File: config.mk
export PLATFORM = sky130hd
export DESIGN_NAME = emi_back
export DESIGN_NICKNAME = d
export VERILOG_FILES = /design/src/emi_pkg.sv /design/src/emi_back.sv
export VERILOG_INCLUDE_DIRS = /design/src /design/src/src
export SDC_FILE = /design/constraint.sdc
export NUM_CORES = 1
export LEC_CHECK = 0
export BUFFER_PORTS_ARGS = -buffer_cell sky130_fd_sc_hd__buf_2
export CORE_UTILIZATION = 50
export DETAILED_ROUTE_END_ITERATION = 12
export PLACE_DENSITY = 0.84
export SLEW_MARGIN = 10
export SYNTH_ARGS = -nofsm -noshare
export SYNTH_HDL_FRONTEND = slang
export SYNTH_SLANG_ARGS = --single-unit
File: constraint.sdc
create_clock -name clk -period 4.4 [get_ports clk]
set_clock_uncertainty 0.05 [all_clocks]
set_input_delay 0.44 -clock clk [delete_from_list [all_inputs] [get_ports clk]]
set_output_delay 0.44 -clock clk [all_outputs]
set_load 0.01 [all_outputs]
File: src/assert_macros.svh
// Assertion helpers shared by the RTL.
`ifndef ASSERT_MACROS_SVH
`define ASSERT_MACROS_SVH

// Same-cycle implication.
`define ASSERT_IMP(lbl, clk, rst, ante, cons) \
  lbl: assert property (@(posedge clk) disable iff (rst) (ante) |-> (cons)) \
    else $error("assertion failed");

// Next-cycle implication.
`define ASSERT_NEXT(lbl, clk, rst, ante, cons) \
  lbl: assert property (@(posedge clk) disable iff (rst) (ante) |=> (cons)) \
    else $error("assertion failed");

`endif

File: src/emi_pkg.sv
`timescale 1ns / 1ps

package emi_pkg;

  localparam int PROB_FRAC_BITS   = 16;
  localparam int RESULT_FRAC_BITS = 16;
  localparam int LOG_TABLE_BITS   = 6;

  localparam int LOG_FRAC  = 20;
  localparam int MANT_BITS = 30;

  localparam int IN_W      = 17;
  localparam int MEAS_W    = 22;
  localparam int ACC_W     = 40;
  localparam int E_W       = $clog2(IN_W);
  localparam int NORM_W    = MANT_BITS + 1;
  localparam int TAB_SIZE  = (1 << LOG_TABLE_BITS) + 1;
  localparam int TAB_IDX_W = LOG_TABLE_BITS + 1;
  localparam int ROM_W     = LOG_FRAC + 1;
  localparam int REM_W     = MANT_BITS - LOG_TABLE_BITS;
  localparam int LOG_W     = LOG_FRAC + 6;
  localparam int L_W       = LOG_W + 2;
  localparam int PROD_W    = IN_W + 1 + L_W;
  localparam int SHIFT     = PROB_FRAC_BITS + LOG_FRAC - RESULT_FRAC_BITS;
  localparam int TERM_W    = PROD_W - SHIFT + 1;

  localparam int QDEPTH = 8;
  localparam int QPTR_W = $clog2(QDEPTH);
  localparam int CNT_W  = $clog2(QDEPTH + 1);

  localparam logic [ACC_W-1:0] MEAS_MAX_ACC = ACC_W'((64'd1 << MEAS_W) - 64'd1);
  localparam logic [TERM_W-1:0] MEAS_MAX_TERM = TERM_W'((64'd1 << MEAS_W) - 64'd1);
  localparam logic [ACC_W-1:0] ACC_MAX = {1'b0, {(ACC_W-1){1'b1}}};
  localparam logic [ACC_W-1:0] ACC_MIN = {1'b1, {(ACC_W-1){1'b0}}};

  typedef logic [ROM_W-1:0] rom_t [TAB_SIZE];

  typedef struct packed {
    logic                     add_en;
    logic                     term_sat;
    logic                     last;
    logic signed [TERM_W-1:0] term;
  } emi_term_t;

  // log2(1 + k/2^LOG_TABLE_BITS) by repeated squaring, truncated each step.
  function automatic rom_t build_log_rom();
    rom_t             rom;
    logic [63:0]      y;
    logic [ROM_W-1:0] r;
    for (int k = 0; k < TAB_SIZE; k++) begin
      if (k == TAB_SIZE - 1) begin
        rom[k] = ROM_W'(1) << LOG_FRAC;
      end else begin
        y = (64'd1 << MANT_BITS) + (64'(k) << (MANT_BITS - LOG_TABLE_BITS));
        r = '0;
        for (int i = 0; i < LOG_FRAC; i++) begin
          y = (y * y) >> MANT_BITS;
          r = r << 1;
          if (y >= (64'd2 << MANT_BITS)) begin
            y = y >> 1;
            r[0] = 1'b1;
          end
        end
        rom[k] = r;
      end
    end
    return rom;
  endfunction

  localparam rom_t LOG_ROM = build_log_rom();

endpackage

File: src/emi_back.sv
`timescale 1ns / 1ps
`include "assert_macros.svh"

module emi_back (
  input  logic                       clk,
  input  logic                       rst,
  input  emi_pkg::emi_term_t         entry,
  input  logic                       q_empty,
  output logic                       q_pop,
  input  logic                       pop,
  output logic                       empty,
  output logic [emi_pkg::MEAS_W-1:0] measure,
  output logic                       saturated
);

  logic [emi_pkg::ACC_W-1:0] acc, acc_next;
  logic                      sat_flag, sat_next;
  logic                      out_valid;
  logic [emi_pkg::ACC_W:0]   sum;
  logic                      ovf;
  logic [emi_pkg::MEAS_W-1:0] meas_next;
  logic                      msat_next;

  assign q_pop = !q_empty && (!entry.last || !out_valid || pop);
  assign empty = !out_valid;

  always_comb begin
    sum = {acc[emi_pkg::ACC_W-1], acc} +
          {{(emi_pkg::ACC_W+1-emi_pkg::TERM_W){entry.term[emi_pkg::TERM_W-1]}}, entry.term};
    ovf = (sum[emi_pkg::ACC_W] != sum[emi_pkg::ACC_W-1]);
    acc_next = acc;
    sat_next = sat_flag;
    if (entry.add_en) begin
      if (ovf) begin
        acc_next = sum[emi_pkg::ACC_W] ? emi_pkg::ACC_MIN : emi_pkg::ACC_MAX;
      end else begin
        acc_next = sum[emi_pkg::ACC_W-1:0];
      end
      sat_next = sat_flag | entry.term_sat | ovf;
    end
    msat_next = sat_next;
    if (acc_next[emi_pkg::ACC_W-1]) begin
      meas_next = '0;
    end else if (acc_next > emi_pkg::MEAS_MAX_ACC) begin
      meas_next = emi_pkg::MEAS_MAX_ACC[emi_pkg::MEAS_W-1:0];
      msat_next = 1'b1;
    end else begin
      meas_next = acc_next[emi_pkg::MEAS_W-1:0];
    end
  end

  always_ff @(posedge clk) begin
    if (rst) begin
      acc       <= '0;
      sat_flag  <= 1'b0;
      out_valid <= 1'b0;
    end else begin
      if (pop && out_valid) begin
        out_valid <= 1'b0;
      end
      if (q_pop) begin
        if (entry.last) begin
          acc       <= '0;
          sat_flag  <= 1'b0;
          out_valid <= 1'b1;
        end else begin
          acc      <= acc_next;
          sat_flag <= sat_next;
        end
      end
    end
  end

  always_ff @(posedge clk) begin
    if (q_pop && entry.last) begin
      measure   <= meas_next;
      saturated <= msat_next;
    end
  end

  `ASSERT_NEXT(a_clear_on_last, clk, rst, q_pop && entry.last, acc == '0 && !sat_flag)
  `ASSERT_IMP(a_no_overwrite, clk, rst, q_pop && entry.last && out_valid, pop)

endmodule

==> flow_summary.toml, run 1 <==
[cells_and_area]
final_area_um2 = 7430
area_growth_pct = 28.5
final_cell_mix = "buf_4, a21oi_1, nor2_1"
mostFrequentLayoutCell = "buf_4"
stdcell_count = 1031
diodes = 0
final_nets = 962
drive_gt1_frac = 0.286

[routing]
postRouteAntennaNets = 0
route.detailed.drc = 0
highest_layer = "met4"
wl_met1_um = 8260
routedWlPerCell_um = 18.9
vias_per_cell = 6.35
dr_total_vias = 6543
drt-initial-drc-count = 546
wl_met2_um = 8950
wl_met3_um = 1760
wl_um = 19500
drtPass1Iterations = 6

[floorplanning]
initial_core_util = 0.524
die_x_um = 110
io_pins = 59
die_area_um2 = 12000
core_area_um2 = 11000
chipHeight_um = 110
num_rows = 38

[clocking]
clockBufferDepth = 2
htree_levels = 3
clock-sinks = 65
clk_pin_slew_ns = 0.06
cts_root_buf = "clkbuf_16"
cts_made_buffers = 9
clkLatencyLatePin_ns = 0.34
cts_tree = "done"
postCtsHoldBufs = 0

[yosys]
ys.flop_type = "dfxtp_1"
synth_top_area_cell = "dfxtp_1"
ys_warn_count = 0
synth_mux_area_frac = 0.0115
syn_area_per_cell_um2 = 7.70
async_flop_share = 0
syn-num-nets = 827
yosysUniqueCellTypes = 75
postSynthCellCount = 751
seq_area_frac_synth = 0.265
synth_top_family_by_area = "compound AO/OA/AOI/OAI gates"
yosysTopAreaCellShare = 0.145
synth-adder-area-share = 0.0922
yosys.area_share.simple = 0.220
synth-xor-area-share = 0.0333
synth_area_um2 = 5780
synth_edf_count = 23
synth-compound-area-share = 0.330
ys_seq_elements = 65
synthTopCellsByArea = "dfxtp_1, edfxtp_1, a21oi_1"

[pwr]
p_sw_mw = 0.887
p_clk_frac = 0.342
pwr-share-seq = 0.276
vdd_ir_drop_max_v = 0.000262
comb_power_share = 0.382
swShare = 0.355
intPower_mw = 1.61
power.density_nw_per_um2 = 336
cellLeakagePower_nw = 3.13

[global_route]
grt_pass1_wl_um = 30100
grt_util_all_layers = 0.331
grt_pass1_vias = 5938
grt_max_degree = 43
gr-total-overflow = 0
antenna_found_initial = 0

[sta]
grt_setup_unrepaired = "false"
min_period_ns = 4.22
clock.fmax_mhz = 237
hold_violations = 0
final-setup-viol-count = 0
maxSlewHeadroom = 0.266
drv_slew = 0
tightest_slew_ns = 1.10
fin_crit_sh = 0.959

[setup_path]
critPathMaxFanout = 7
arrival_ns = 4.25
required_ns = 4.43
cp-start-kind = "register"
cp-end-kind = "register"
setup.worst_path.class = "reg2reg"
timing.rr.start = "acc[12]$_SDFFE_PP0P_"
crit_path_start = "acc[12]$_SDFFE_PP0P_"

[place]
place_congestion = 0.998
dp.cells = 1008
dpl_cell_area_um2 = 6850
hpwl_um = 14400
portBuffers = 58

[hold_path]
hold_class = "in2reg"
hold_path_startpoint = "pop"

[job]
maxCapViolCount = 0

[run_status]
outcome = "completed"
-- per-stage QoR --
stage	util	hold WS [ns]	TNS, ns	total power [mW]	worst slack, ns
finish	0.673	0.356	0	2.50	0.179
global route	0.673	0.400	0	2.60	0.00640
CTS	0.656	0.346	0	2.43	0.0113
detailed placement	0.621	0.423	-4.41	1.57	-0.253
global placement	0.621	0.411	-2.04	1.55	-0.103
floorplan	-	0.394	0	1.24	0.0190
-- flip-flops by register name, indices dropped and copies added, names as in the netlist --
signal and cells:
sat_flag 1, measure 22, acc 40, out_valid 1, saturated 1
-- power groups by stage --
stage	clock, mW	combinational (mW)	sequential [mW]
final	0.854	0.955	0.690
after global routing	0.875	1.03	0.693
after CTS	0.856	0.885	0.689
after detailed placement	0	0.865	0.701
after global placement	0	0.853	0.700
after floorplan	0	0.542	0.702
-- path summary, 6_finish.rpt --
path	end	slack [ns]	cells after the start
worst min register to register	acc[27]$_SDFFE_PP0P_	0.43	2
worst max-delay path	measure[0]$_SDFFCE_PP0P_	0.18	18
worst max register to register	measure[0]$_SDFFCE_PP0P_	0.18	18
worst min-delay path	out_valid$_SDFF_PP0_	0.36	4
-- cell families (layout without fill, tap and decap cells) --
group	after synthesis	after routing
multiplexers	6	6
adder cells (fa/ha/maj)	42	42
XOR/XNOR	22	22
buffers and inverters	66	206
flip-flops	65	65
AO/OA/AOI/OAI	288	288
AND/OR/NAND/NOR	262	262
-- critical path, stage by stage, from the launching register on --
cell and delay, ns:
dfxtp_1 0.34, ha_1 0.31, a21oi_1 0.24, o21ai_0 0.14, a21oi_1 0.24, a21boi_2 0.14, o311ai_2 0.32, a21oi_2 0.12
xnor2_2 0.23, ha_4 0.26, inv_2 0.10, buf_4 0.15, nor3b_1 0.07, o31ai_2 0.34, o311ai_2 0.19, nor4_4 0.26
buf_4 0.18, clkbuf_4 0.19, a31oi_1 0.08
-- area by class of cell --
type / count / area, um2
multi-input combinational: 620 / 4140
fill: 886 / 3600
sequential: 65 / 1530
timing repair buffer: 168 / 1150
clock buffer: 10 / 229
tap: 140 / 175
clock inverter: 6 / 114
inverter: 22 / 82.6
-- layer usage --
metal  GRT usage  up-vias
met5           0        -
met4       0.137        0
met3      0.0652       47
met2       0.518      344
met1       0.443     3077
li1            -     3075
-- what timing repair did --
item                                    in CTS  in global routing
pin swaps                                    2                 12
gates resized for setup                     10                 35
endpoints found under the setup margin      23                 26
buffers inserted                             1                  5
cloned                                       1                  0
-- cell usage after synthesis (all sizes together) (3+ instances only) --
library cell and count:
mux2i 4, nor2b 4, o21bai 4, o21a 7, nor4 18, or3 5, o311ai 3, nand2b 7
xnor2 15, a211oi 8, a21oi 125, buf 16, nand3 14, a21o 14, a31oi 15, and2 7
o21ai 48, a2bb2oi 3, a22oi 28, nor3b 3, o31ai 3, nor3 16, clkbuf 28, and3 5
nand2 57, a2111oi 5, inv 22, nor2 100, nand4 14, dfxtp 42, o211ai 9, o22ai 3
or2 3, xor2 7, or4 3, edfxtp 23, ha 41
Note: power is estimated with default switching activity, not from simulation.
==> inputs of run 2 (changes only) <==
--- a/config.mk
+++ b/config.mk
@@ -10,6 +10,7 @@
 export CORE_UTILIZATION = 50
 export DETAILED_ROUTE_END_ITERATION = 12
 export PLACE_DENSITY = 0.84
+export RECOVER_POWER = 100
 export SLEW_MARGIN = 10
 export SYNTH_ARGS = -nofsm -noshare
 export SYNTH_HDL_FRONTEND = slang
==> run 2 against run 1 <==
  * The run now ends with capacitance limit, slew limit left
  * Largest power group unchanged
  * Global-route usage unchanged
  * Via count increased by 0.41%
  * Largest cell class unchanged
  * First-iteration DRC count rose by 5.3%
  * Hold slack better by 0.00064 ns
==> flow_summary.toml, run 2 (synthesis gave the netlist of run 1 again) <==
[setup_path]
setup.worst_path.class = "reg2reg"
cp-start-kind = "register"
cpPeakStageDelay_ns = 0.36
critPathSlowestCell = "dfxtp_1"
cp-end-kind = "register"
arrival_ns = 4.23
crit_path_start = "acc[29]$_SDFFE_PP0P_"
critPathMaxFanout = 7
timing.rr.start = "acc[29]$_SDFFE_PP0P_"
crit_path_frequent_cell = "buf_4"
required_ns = 4.43
path_cells = "ha_1 -> nand2_1 -> buf_4 -> nor2_2 -> nand4_1 -> nor3_1 -> a221oi_4 -> a21oi_2 -> inv_1 -> ha_4 -> inv_2 -> buf_4 -> nor3b_1 -> o31ai_2 -> o311ai_2 -> nor4_4 -> buf_4 -> clkbuf_4 -> a31oi_1"

[sta]
fin_crit_sh = 0.955
tightest_slew_ns = 1.58
setup_ws_ns = 0.199
drv_slew = 58
clock.fmax_mhz = 238
timing.setup.tns_ns = 0
maxSlewHeadroom = -0.0534
hold_violations = 0
final-setup-viol-count = 0
grt_setup_unrepaired = "false"
min_period_ns = 4.20

[floorplanning]
core_area_um2 = 11000
chipHeight_um = 110
die_area_um2 = 12000
die_x_um = 110
initial_core_util = 0.524
io_pins = 59
num_rows = 38

[clocking]
clkLatencyLatePin_ns = 0.34
htree_levels = 3
cts_tree = "done"
clock-sinks = 65
clk_pin_slew_ns = 0.06
cts_made_buffers = 9
cts_root_buf = "clkbuf_16"
clockBufferDepth = 2

[cells_and_area]
final_area_um2 = 7390
area_growth_pct = 27.9
final_cell_mix = "buf_4, a21oi_1, nor2_1"
drive_gt1_frac = 0.258
mostFrequentLayoutCell = "buf_4"
largest_register_ffs = 40
top_regs = "acc (40), measure (22)"
nFillCells = 901
final_nets = 962
multi_input_area_um2 = 4140
diodes = 0
stdcell_count = 1031
top_register = "acc"
register_area_um2 = 1530

[pwr]
power.total_mw = 2.49
swShare = 0.355
vdd_ir_drop_max_v = 0.000260
power.density_nw_per_um2 = 337
comb_power_share = 0.381
p_clk_frac = 0.342
pwr-share-seq = 0.277
cellLeakagePower_nw = 3.06
p_sw_mw = 0.887
intPower_mw = 1.61

[global_route]
gr-usage-met1 = 0.443
antenna_found_initial = 0
grt_pass1_wl_um = 30100
met3_usage = 0.0652
gr-total-overflow = 0
grt_max_degree = 43
grtUsageMet2 = 0.518
busiest_layer = "met2"
grt_pass1_vias = 5938
grt_util_all_layers = 0.331

[routing]
dr_total_vias = 6570
route.detailed.drc = 0
drt-initial-drc-count = 575
drtPass1Iterations = 8
vias_per_cell = 6.37
wl_um = 19600
postRouteAntennaNets = 0
routedWlPerCell_um = 19.0

[place]
dp.cells = 1008
pre_cts_slack_ns = -0.253
dpl_cell_area_um2 = 6850
hpwl_um = 14400
portBuffers = 58
place_congestion = 0.998

[job]
maxCapViolCount = 2

[hold_path]
hold_path_startpoint = "pop"
hold_class = "in2reg"

[run_status]
outcome = "finished, violations left"
violations = "capacitance limit, slew limit"
[run 2: timing repair]
item,in CTS,in global routing
buffers inserted,1,5
hold buffers,0,0
pin swaps,2,12
resized for setup,10,35
endpoints found under the setup margin,23,26
cloned,1,0
[run 2: worst max-delay path, delay by kind of cell (launching register included)]
kind            cells  cell delay, ns
compound gates      5            0.92
flops               1            0.36
buf+inv             6            0.89
fa+ha+maj           2            0.56
simple gates        6            1.16
[run 2: power groups by stage]
stage / Clock (mW) / Sequential (mW) / Combinational, mW
after floorplan: 0 / 0.702 / 0.542
after global placement: 0 / 0.700 / 0.853
after detailed placement: 0 / 0.701 / 0.865
after CTS: 0.856 / 0.689 / 0.885
after global routing: 0.875 / 0.694 / 1.03
final: 0.853 / 0.691 / 0.951
[run 2: path summary, 6_finish.rpt]
path                            slack [ns]                        to  depth (start not counted)
worst max-delay path                  0.20  measure[0]$_SDFFCE_PP0P_                         19
worst min-delay path                  0.36      out_valid$_SDFF_PP0_                          4
worst max register to register        0.20  measure[0]$_SDFFCE_PP0P_                         19
worst min register to register        0.43      acc[27]$_SDFFE_PP0P_                          2
[run 2: final cells by class]
type                       count  area share
multi-input combinational    620       0.560
tap                          140      0.0237
clock inverter                 6      0.0154
timing repair buffer         168       0.151
inverter                      22      0.0112
sequential                    65       0.207
clock buffer                  10      0.0310
[run 2: per-stage QoR]
stage          hold WS, ns   util
5_1_grt              0.400  0.670
3_3_place_gp         0.411  0.621
2_1_floorplan        0.394      -
6_report             0.356  0.670
4_1_cts              0.346  0.656
3_5_place_dp         0.423  0.621
[run 2: metal layers]
| layer | wire length (um) | vias up |
|---|---|---|
| met5 | 0 | - |
| met4 | 539 | 0 |
| met3 | 1810 | 46 |
| met2 | 8970 | 379 |
| met1 | 8240 | 3077 |
| li1 | - | 3068 |
