File: src/assert_macros.svh
// Assertion helpers shared by the RTL.
`ifndef ASSERT_MACROS_SVH
`define ASSERT_MACROS_SVH

// Same-cycle implication.
`define ASSERT_IMP(lbl, clk, rst, ante, cons) \
  lbl: assert property (@(posedge clk) disable iff (rst) (ante) |-> (cons)) \
    else $error("assertion failed");

// Next-cycle implication.
`define ASSERT_NEXT(lbl, clk, rst, ante, cons) \
  lbl: assert property (@(posedge clk) disable iff (rst) (ante) |=> (cons)) \
    else $error("assertion failed");

`endif

File: src/emi_pkg.sv
`timescale 1ns / 1ps

package emi_pkg;

  localparam int PROB_FRAC_BITS   = 16;
  localparam int RESULT_FRAC_BITS = 16;
  localparam int LOG_TABLE_BITS   = 6;

  localparam int LOG_FRAC  = 20;
  localparam int MANT_BITS = 30;

  localparam int IN_W      = 17;
  localparam int MEAS_W    = 22;
  localparam int ACC_W     = 40;
  localparam int E_W       = $clog2(IN_W);
  localparam int NORM_W    = MANT_BITS + 1;
  localparam int TAB_SIZE  = (1 << LOG_TABLE_BITS) + 1;
  localparam int TAB_IDX_W = LOG_TABLE_BITS + 1;
  localparam int ROM_W     = LOG_FRAC + 1;
  localparam int REM_W     = MANT_BITS - LOG_TABLE_BITS;
  localparam int LOG_W     = LOG_FRAC + 6;
  localparam int L_W       = LOG_W + 2;
  localparam int PROD_W    = IN_W + 1 + L_W;
  localparam int SHIFT     = PROB_FRAC_BITS + LOG_FRAC - RESULT_FRAC_BITS;
  localparam int TERM_W    = PROD_W - SHIFT + 1;

  localparam int QDEPTH = 8;
  localparam int QPTR_W = $clog2(QDEPTH);
  localparam int CNT_W  = $clog2(QDEPTH + 1);

  localparam logic [ACC_W-1:0] MEAS_MAX_ACC = ACC_W'((64'd1 << MEAS_W) - 64'd1);
  localparam logic [TERM_W-1:0] MEAS_MAX_TERM = TERM_W'((64'd1 << MEAS_W) - 64'd1);
  localparam logic [ACC_W-1:0] ACC_MAX = {1'b0, {(ACC_W-1){1'b1}}};
  localparam logic [ACC_W-1:0] ACC_MIN = {1'b1, {(ACC_W-1){1'b0}}};

  typedef logic [ROM_W-1:0] rom_t [TAB_SIZE];

  typedef struct packed {
    logic                     add_en;
    logic                     term_sat;
    logic                     last;
    logic signed [TERM_W-1:0] term;
  } emi_term_t;

  // log2(1 + k/2^LOG_TABLE_BITS) by repeated squaring, truncated each step.
  function automatic rom_t build_log_rom();
    rom_t             rom;
    logic [63:0]      y;
    logic [ROM_W-1:0] r;
    for (int k = 0; k < TAB_SIZE; k++) begin
      if (k == TAB_SIZE - 1) begin
        rom[k] = ROM_W'(1) << LOG_FRAC;
      end else begin
        y = (64'd1 << MANT_BITS) + (64'(k) << (MANT_BITS - LOG_TABLE_BITS));
        r = '0;
        for (int i = 0; i < LOG_FRAC; i++) begin
          y = (y * y) >> MANT_BITS;
          r = r << 1;
          if (y >= (64'd2 << MANT_BITS)) begin
            y = y >> 1;
            r[0] = 1'b1;
          end
        end
        rom[k] = r;
      end
    end
    return rom;
  endfunction

  localparam rom_t LOG_ROM = build_log_rom();

endpackage

File: src/emi_fifo.sv
`timescale 1ns / 1ps
`include "assert_macros.svh"

module emi_fifo (
  input  logic               clk,
  input  logic               rst,
  input  logic               push,
  input  emi_pkg::emi_term_t wdata,
  input  logic               pop,
  output emi_pkg::emi_term_t rdata,
  output logic               empty
);

  emi_pkg::emi_term_t                mem [emi_pkg::QDEPTH];
  logic [emi_pkg::QPTR_W-1:0]        wr_ptr;
  logic [emi_pkg::QPTR_W-1:0]        rd_ptr;
  logic [emi_pkg::CNT_W-1:0]         count;

  assign rdata = mem[rd_ptr];
  assign empty = (count == '0);

  always_ff @(posedge clk) begin
    if (rst) begin
      wr_ptr <= '0;
      rd_ptr <= '0;
      count  <= '0;
    end else begin
      if (push) begin
        wr_ptr <= wr_ptr + 1'b1;
      end
      if (pop) begin
        rd_ptr <= rd_ptr + 1'b1;
      end
      count <= emi_pkg::CNT_W'(count + emi_pkg::CNT_W'(push) - emi_pkg::CNT_W'(pop));
    end
  end

  always_ff @(posedge clk) begin
    if (push) begin
      mem[wr_ptr] <= wdata;
    end
  end

  `ASSERT_IMP(a_no_overflow, clk, rst, push && !pop, count < emi_pkg::CNT_W'(emi_pkg::QDEPTH))
  `ASSERT_IMP(a_no_underflow, clk, rst, pop, !empty)

endmodule

File: config.mk
export PLATFORM = sky130hd
export DESIGN_NAME = emi_fifo
export DESIGN_NICKNAME = d
export VERILOG_FILES = /design/src/emi_pkg.sv /design/src/emi_fifo.sv
export VERILOG_INCLUDE_DIRS = /design/src /design/src/src
export SDC_FILE = /design/constraint.sdc
export NUM_CORES = 1
export LEC_CHECK = 0
export BUFFER_PORTS_ARGS = -buffer_cell sky130_fd_sc_hd__buf_4
export CAP_MARGIN = 0
export CORE_UTILIZATION = 50
export CTS_CLUSTER_SIZE = 30
export DETAILED_ROUTE_END_ITERATION = 10
export PLACE_DENSITY = 0.68
export SYNTH_ARGS = -nofsm -noshare
export SYNTH_HDL_FRONTEND = slang
export SYNTH_SLANG_ARGS = --single-unit
File: constraint.sdc
create_clock -name clk -period 5.57 [get_ports clk]
set_clock_uncertainty 0.2 [all_clocks]
set_input_delay 0.557 -clock clk [delete_from_list [all_inputs] [get_ports clk]]
set_output_delay 0.557 -clock clk [all_outputs]
set_load 0.05 [all_outputs]
==> metrics.txt, run 1 <==
worst path bufs/invs 1; Critical Path RT 4.81 ns; Skew-Pair Late Insertion Delay 0.50 ns; Min Clock Period, post-route 3.48 ns; Final TNS setup 0 ns; grt ovf 0; GR Layer Usage met3 3.40%; Post-CTS Resized 0; Buffers on Ports 64; H-tree levels 1; largest cells by area after synthesis edfxtp_1 (73%), mux4_1 (16%), mux2_2 (3.4%), dfxtp_1 (2.6%), ha_1 (0.89%); cts-stage hold buffer count 0; Top FF cell, synth edfxtp_1; routed via count 4,321; adder-cell share of the synthesized area 1.09%; Post-synth ARST share 0%; most common library cells after synthesis edfxtp_1 (240), mux4_1 (60), mux2_2 (30); CP Cell Sequence mux4_1, mux2_2, buf_4; Antenna Nets Post-Route 0; final instance area 11,500 sq um; # IOs 65; CP Class flop to output port; DP HPWL 9350 um; EDFF count, synth 240; clock sink total 253; Worst setup EP type output port; main combinational cell family by area after synthesis multiplexers; # rows 50; core area 19,000 sq um; Fmax achieved 0.288 GHz; largest area contributor in the netlist edfxtp_1; Post-CTS Setup Bufs 0; CP top delay family flip-flops; syn_nets 457; max incr delay on CP 1.02 ns; vias in the first global route 4,517; min-delay worst type primary input to flop; CTS root buf clkbuf_16; CTS tree done; CTS clk-pin slew, worst paths 0.06 ns; final net count 540; initial antenna violation count 0; final WL 17,000 um; Die Area 20,300 sq um; setup ws final 2.09 ns; status complete, no violations; Reg area 7470 sq um; Hold Vio Cnt, Final 0; remaining routing DRC violations 0; share of cells above drive strength 1 29.8%; met2 usage 29.3%; leakage 3.83 nW; Die W 142 um; total design power 0.00426 W; largest net degree at the start of global routing 61; Yosys top cell area share 73.2%; Vias per Instance 5.57; Post-Synth Simple-Gate Area 1.30%; global route hottest layer met2; Final Max Slew Viols 0; actual slew at the worst max-slew pin 1.16 ns; Worst path slowest cell dfxtp_4; Synth Instances 415; Syn Std Cell Area 9850 sq um; Global Route Usage Sum 17.5%; compound-cell area share of the yosys netlist 0.191%; die height 142 um; Setup Viol. Count Final 0; xor/xnor cell area share of the yosys netlist 0.445%; Placement Cell Area 10,700 sq um; Initial DRC Count 237; peak supply drop 0.000250 V; area grow syn2layout 16.4%; post-synth cell types 21; Synth Warn # 0; PwrDens 372 nW/um^2; Initial Utilization 51.8%; critical path fanouts, max 60; Ant. Diodes 0; max_cap viols 0; most instantiated library cell after synthesis edfxtp_1; unrepaired setup endpoints after global routing no; pre-CTS setup slack 2.58 ns; relative slew slack 22.1%; met1 Usage GRT 23.8%; Critical Path AT 2.72 ns; first-pass GRT wire length 25,800 um; startpoint type of the worst setup path flop; RD Place Congestion 0.665; Final period util 62.4%; register bit count reported by yosys 253; CTS max path bufs 3; Seq/Total Area, Yosys 75.8%; Syn Area/Cell 23.7 sq um; post-synthesis mux area share 19.6%; routed len/inst 22.0 um; Layout fillers 1,371; DR pass1 iterations 4; Num CTS Buffers 25; area of the multi-input gates 2290 sq um
==> layout by cell type (no fill, tap or decap), types with 4 or more instances in the layout <==
cell type    n
mux4_1      60
inv_1        7
clkbuf_16   25
mux2_2      30
edfxtp_1   240
clkinv_2     6
nor2_4       6
dfxtp_1     10
ha_1         7
nand2b_1     4
nand2_1      4
clkinv_1     4
buf_4       74
nor2_1      10
==> cell type report <==
cell class / count / area share [%]
Clock buffer: 30 / 5.80
Multi-Input combinational cell: 137 / 20.0
Clock inverter: 15 / 1.11
Inverter: 7 / 0.229
Timing Repair Buffer: 74 / 4.85
Sequential cell: 253 / 65.2
Tap cell: 260 / 2.84
==> flip-flops by register name, summed over array words and instances (netlist names), named ones only <==
signal,flops
mem,240
count,4
rd_ptr,3
wr_ptr,3
==> power by group <==
part	switching (W)	total (W)	internal, W	leakage [nW]
Clock	0.000654	0.00159	0.000940	0.384
Sequential	0.0000467	0.00219	0.00214	2.29
Combinational	0.000283	0.000481	0.000197	1.15
==> worst register-to-register path: stages, from the launching register on <==
cell and delay, ns:
dfxtp_1 0.33, nand2b_1 0.30, nor3_2 0.93, buf_4 0.51
==> through the flow <==
step | hold WS, ns | utilization [%] | std cells
6_report | 0.0822 | 60.3 | 776
5_1_grt | 0.0678 | 60.3 | 776
4_1_cts | 0.0623 | 60.3 | 776
3_5_place_dp | 0.313 | 56.1 | 731
3_3_place_gp | 0.309 | 56.1 | 731
2_1_floorplan | 0.285 | - | 415
==> final timing paths <==
kind	startpoint	endpoint	slack (ns)	depth (start not counted)
hold / removal	wdata[21]	mem[6][21]$_DFFE_PP_	0.08	1
setup reg to reg	wr_ptr[2]$_SDFFE_PP0P_	mem[0][16]$_DFFE_PP_	2.95	3
setup / recovery	flop	rdata[19]	2.09	3
hold reg to reg	rd_ptr[2]$_SDFFE_PP0P_	flop	0.32	2
==> logic make-up after synthesis <==
kind of cell             Yosys count
flip-flops                       253
multiplexers                      92
AND/OR/NAND/NOR                   29
buffers and inverters             25
adder cells (fa/ha/maj)            8
XOR/XNOR                           5
AO/OA/AOI/OAI                      3
==> per-layer routing <==
| metal | routed length [um] | vias to the layer above |
|---|---|---|
| met4 | 280 | 0 |
| met2 | 8520 | 110 |
| li1 | - | 1947 |
| met1 | 7440 | 2236 |
| met5 | 0 | - |
| met3 | 803 | 28 |
(Power assumes the default switching activity.)
==> inputs of run 2 (changes only) <==
PLACE_DENSITY = 0.7   (was 0.68)
clock period = 2.87 ns   (was 5.57 ns; I/O delays follow)
==> metrics.txt, run 2 (synthesized netlist as in run 1, its figures left out) <==
Die Area 20,300 sq um; Initial Utilization 51.8%; setup ws final 0.0982 ns; final std cells w/o fill 815; hold depth 2; core area 19,000 sq um; final net count 582; Reg area 7470 sq um; CTS clk-pin slew, worst paths 0.06 ns; Ant. Diodes 0; max_cap viols 0; Global Route Usage Sum 17.6%; commonest non-fill, non-tap cells in the layout edfxtp_1 (240), buf_4 (73), mux4_1 (60); Reg with most FFs mem; routed len/inst 20.9 um; routed via count 4,438; # rows 50; Reg2Reg Depth 3; DP HPWL 9570 um; DR pass1 iterations 5; Fmax achieved 0.361 GHz; final WL 17,000 um; Critical Path RT 2.38 ns; Min Clock Period, post-route 2.77 ns; Critical Path AT 2.28 ns; vias in the first global route 4,717; peak supply drop 0.000504 V; leakage 4.00 nW; min-delay worst type flop to flop; Skew-Pair Late Insertion Delay 0.50 ns; Worst setup EP type output port; Final Util 62.8%; Fin Hold WS 0.347 ns; area of the multi-input gates 2300 sq um; Layout fillers 1,297; pre-CTS setup slack 0.469 ns; Worst Hold End wr_ptr[2]$_SDFFE_PP0P_; CP Class flop to output port; Top Registers mem: 240 flops, count: 4 flops; actual slew at the worst max-slew pin 0.613 ns; Buffers on Ports 64; RD Place Congestion 0.712; Vias per Instance 5.45; initial antenna violation count 0; # IOs 65; Die W 142 um; H-tree levels 1; share of cells above drive strength 1 28.1%; CTS max path bufs 3; Final period util 96.6%; Reg-to-Reg Start wr_ptr[0]$_SDFFE_PP0P_; PwrDens 693 nW/um^2; Hold Crit Start wr_ptr[2]$_SDFFE_PP0P_; relative slew slack 59.0%; grt ovf 0; startpoint type of the worst setup path flop; area grow syn2layout 21.3%; RR Endpoint mem[7][11]$_DFFE_PP_; clock sink total 253; critical path fanouts, max 12; CTS tree done; Final Max Slew Viols 0; CTS root buf clkbuf_16; Num CTS Buffers 25; largest net degree at the start of global routing 61; Setup Viol. Count Final 0; dpl cells 738; Post-CTS Resized 0; Final TNS setup 0 ns; remaining routing DRC violations 0; die height 142 um; unrepaired setup endpoints after global routing no; Initial DRC Count 202; R2R setup slack 0.83 ns; max reg flops 240; Hold Vio Cnt, Final 0; Antenna Nets Post-Route 0; status complete, no violations; first-pass GRT wire length 26,200 um; most common cell after layout, fill and taps aside edfxtp_1
-- run 2: where the power goes --
group,internal (W),leakage (nW),switching (W)
clock network,0.00177,0.358,0.00125
logic,0.000440,1.36,0.000600
registers,0.00416,2.29,0.0000535
total,0.00636,4.00,0.00191
-- run 2: per-stage QoR --
stage	instance area (sq um)	total power [W]
final	11900	0.00827
after global routing	11900	0.00855
after CTS	11900	0.00834
after detailed placement	10800	0.00530
after global placement	10800	0.00527
after floorplan	9860	0.00497
-- run 2: cell type report --
class | instances | share of cell area [%]
Clock buffer | 30 | 5.40
Clock inverter | 12 | 0.933
Inverter | 7 | 0.220
Multi-Input combinational cell | 137 | 19.3
Sequential cell | 253 | 62.6
Tap cell | 260 | 2.72
Timing Repair Buffer | 116 | 8.88
-- run 2: worst max-delay path by stage --
stage / from / end / slack, ns / depth (start not counted)
floorplan: wr_ptr[0]$_SDFFE_PP0P_ / mem[1][0]$_DFFE_PP_ / 0.43 / 2
global placement: flop / rdata[14] / 0.50 / 4
detailed placement: flop / rdata[15] / 0.47 / 4
CTS: flop / rdata[7] / 0.05 / 4
global route: flop / rdata[1] / 0.009 / 4
finish: flop / rdata[7] / 0.1 / 4
-- run 2: routing by layer --
| metal | wire (um) | part of all wire, % | track usage (%) | vias to the layer above |
|---|---|---|---|---|
| li1 | - | - | - | 2029 |
| met1 | 7230 | 43 | 22.6 | 2282 |
| met2 | 8770 | 52 | 31.0 | 99 |
| met3 | 698 | 4.1 | 3.10 | 28 |
| met4 | 319 | 1.9 | 4.64 | 0 |
| met5 | 0 | 0 | 0 | - |
-- run 2: worst max-delay path, cell delays in order, from the launching register on --
cell,delay (ns)
dfxtp_4,0.50
buf_6,0.22
mux4_1,0.56
mux2_2,0.30
buf_4,0.20
-- run 2: what timing repair did --
item | CTS | global route
buffers inserted | 1 | 0
endpoints found under the hold margin | 252 | 0
setup endpoints to repair | 22 | 0
hold buffers | 34 | 0
==> inputs of run 3 (changes only) <==
CORE_UTILIZATION = 40   (was 50)
PLACE_DENSITY = 0.59   (was 0.7)
==> metrics.txt, run 3 (synthesized netlist as in run 1, its figures left out) <==
status complete, no violations; Min Clock Period, post-route 2.70 ns; grt ovf 0; Fmax achieved 0.371 GHz; pre-CTS setup slack 0.482 ns; # IOs 65; CTS tree done; max reg flops 240; min-delay worst type flop to flop; first-pass GRT wire length 27,900 um; Final period util 94.0%; routed len/inst 20.4 um; max_cap viols 0; Final TNS setup 0 ns; final std cells w/o fill 886; Num CTS Buffers 26; final net count 585; R2R setup slack 0.82 ns; Top Registers mem: 240 flops, count: 4 flops; Critical Path AT 2.21 ns; Buffers on Ports 64; vias in the first global route 4,765; commonest non-fill, non-tap cells in the layout edfxtp_1 (240), buf_4 (76), mux4_1 (60); die height 159 um; Worst setup EP type output port; Ant. Diodes 0; area grow syn2layout 23.4%; final WL 18,100 um; share of cells above drive strength 1 29.2%; largest net degree at the start of global routing 39; remaining routing DRC violations 0; Layout fillers 1,952; Antenna Nets Post-Route 0; Reg-to-Reg Start wr_ptr[1]$_SDFFE_PP0P_; setup ws final 0.173 ns; core area 24,200 sq um; routed via count 4,478; PwrDens 712 nW/um^2; CTS clk-pin slew, worst paths 0.06 ns; Hold Vio Cnt, Final 0; Global Route Usage Sum 14.7%; H-tree levels 1; peak supply drop 0.000520 V; dpl cells 803; leakage 4.08 nW; DP HPWL 10,000 um; relative slew slack 63.3%; clock sink total 253; CTS max path bufs 3; Initial Utilization 40.6%; Die W 159 um; RD Place Congestion 0.717; Setup Viol. Count Final 0; initial antenna violation count 0; most common cell after layout, fill and taps aside edfxtp_1; Reg with most FFs mem; unrepaired setup endpoints after global routing no; DR pass1 iterations 4; CTS root buf clkbuf_16; actual slew at the worst max-slew pin 0.549 ns; Vias per Instance 5.05; CP Class flop to output port; startpoint type of the worst setup path flop; critical path fanouts, max 22; Final Max Slew Viols 0; Critical Path RT 2.38 ns; Initial DRC Count 271; Hold Crit Start rd_ptr[2]$_SDFFE_PP0P_; Skew-Pair Late Insertion Delay 0.51 ns; Die Area 25,200 sq um; # rows 57
==> run 3: changes by cell type in the layout (fill, tap and decap cells not counted), sizes merged <==
cell,change
clkinv,+5
bufinv,+2
clkinvlp,-2
buf,+2
==> run 3: metrics by stage <==
step                      power, W  hold WS, ns  util (%)  cell area, sq um
after global routing       0.00895        0.338      50.1             12100
final                      0.00865        0.331      50.1             12100
after floorplan            0.00497        0.186         -              9860
after CTS                  0.00876        0.322      50.1             12100
after global placement     0.00528        0.310      45.0             10900
after detailed placement   0.00532        0.309      45.0             10900
==> run 3: repair_timing <==
item | CTS | global route
hold buffers | 34 | 0
setup buffers | 2 | 0
resized for setup | 0 | 0
endpoints found under the hold margin | 252 | 0
endpoints found under the setup margin | 22 | 0
==> run 3: power by group <==
| group | leakage, nW | internal (W) | switching [W] |
|---|---|---|---|
| sequential | 2.29 | 0.00416 | 0.0000439 |
| combinational | 1.37 | 0.000447 | 0.000623 |
| clock | 0.426 | 0.00206 | 0.00131 |
| total | 4.08 | 0.00667 | 0.00198 |
==> run 3: path summary, 6_finish.rpt <==
path / endpoint / cells past startpoint
setup / recovery: rdata[23] / 4
setup reg to reg: mem[3][9]$_DFFE_PP_ / 3
hold reg to reg: flop / 2
hold / removal: flop / 2
==> run 3: critical path, stage by stage, from the launching register on <==
cell and delay [ns]:
dfxtp_4 0.40, buf_12 0.20, mux4_1 0.56, mux2_2 0.31
buf_4 0.20
==> run 3: area by class of cell <==
cell class / instances / area (sq um) / area share, %
clock buffers: 30 / 687 / 5.66
clock inverters: 17 / 184 / 1.51
inverters: 7 / 26.3 / 0.216
multi-input cells: 137 / 2300 / 18.9
flip-flops and latches: 253 / 7470 / 61.5
well taps: 324 / 405 / 3.34
repair buffers: 118 / 1070 / 8.82
==> run 3: layer usage <==
layer / share of wire (%) / wire length (um) / vias to the layer above / global-route usage [%]
li1: - / - / 2043 / -
met1: 43 / 7780 / 2306 / 19.2
met2: 51 / 9140 / 100 / 25.5
met3: 4.5 / 809 / 29 / 2.66
met4: 1.9 / 350 / 0 / 3.80
met5: 0 / 0 / - / 0
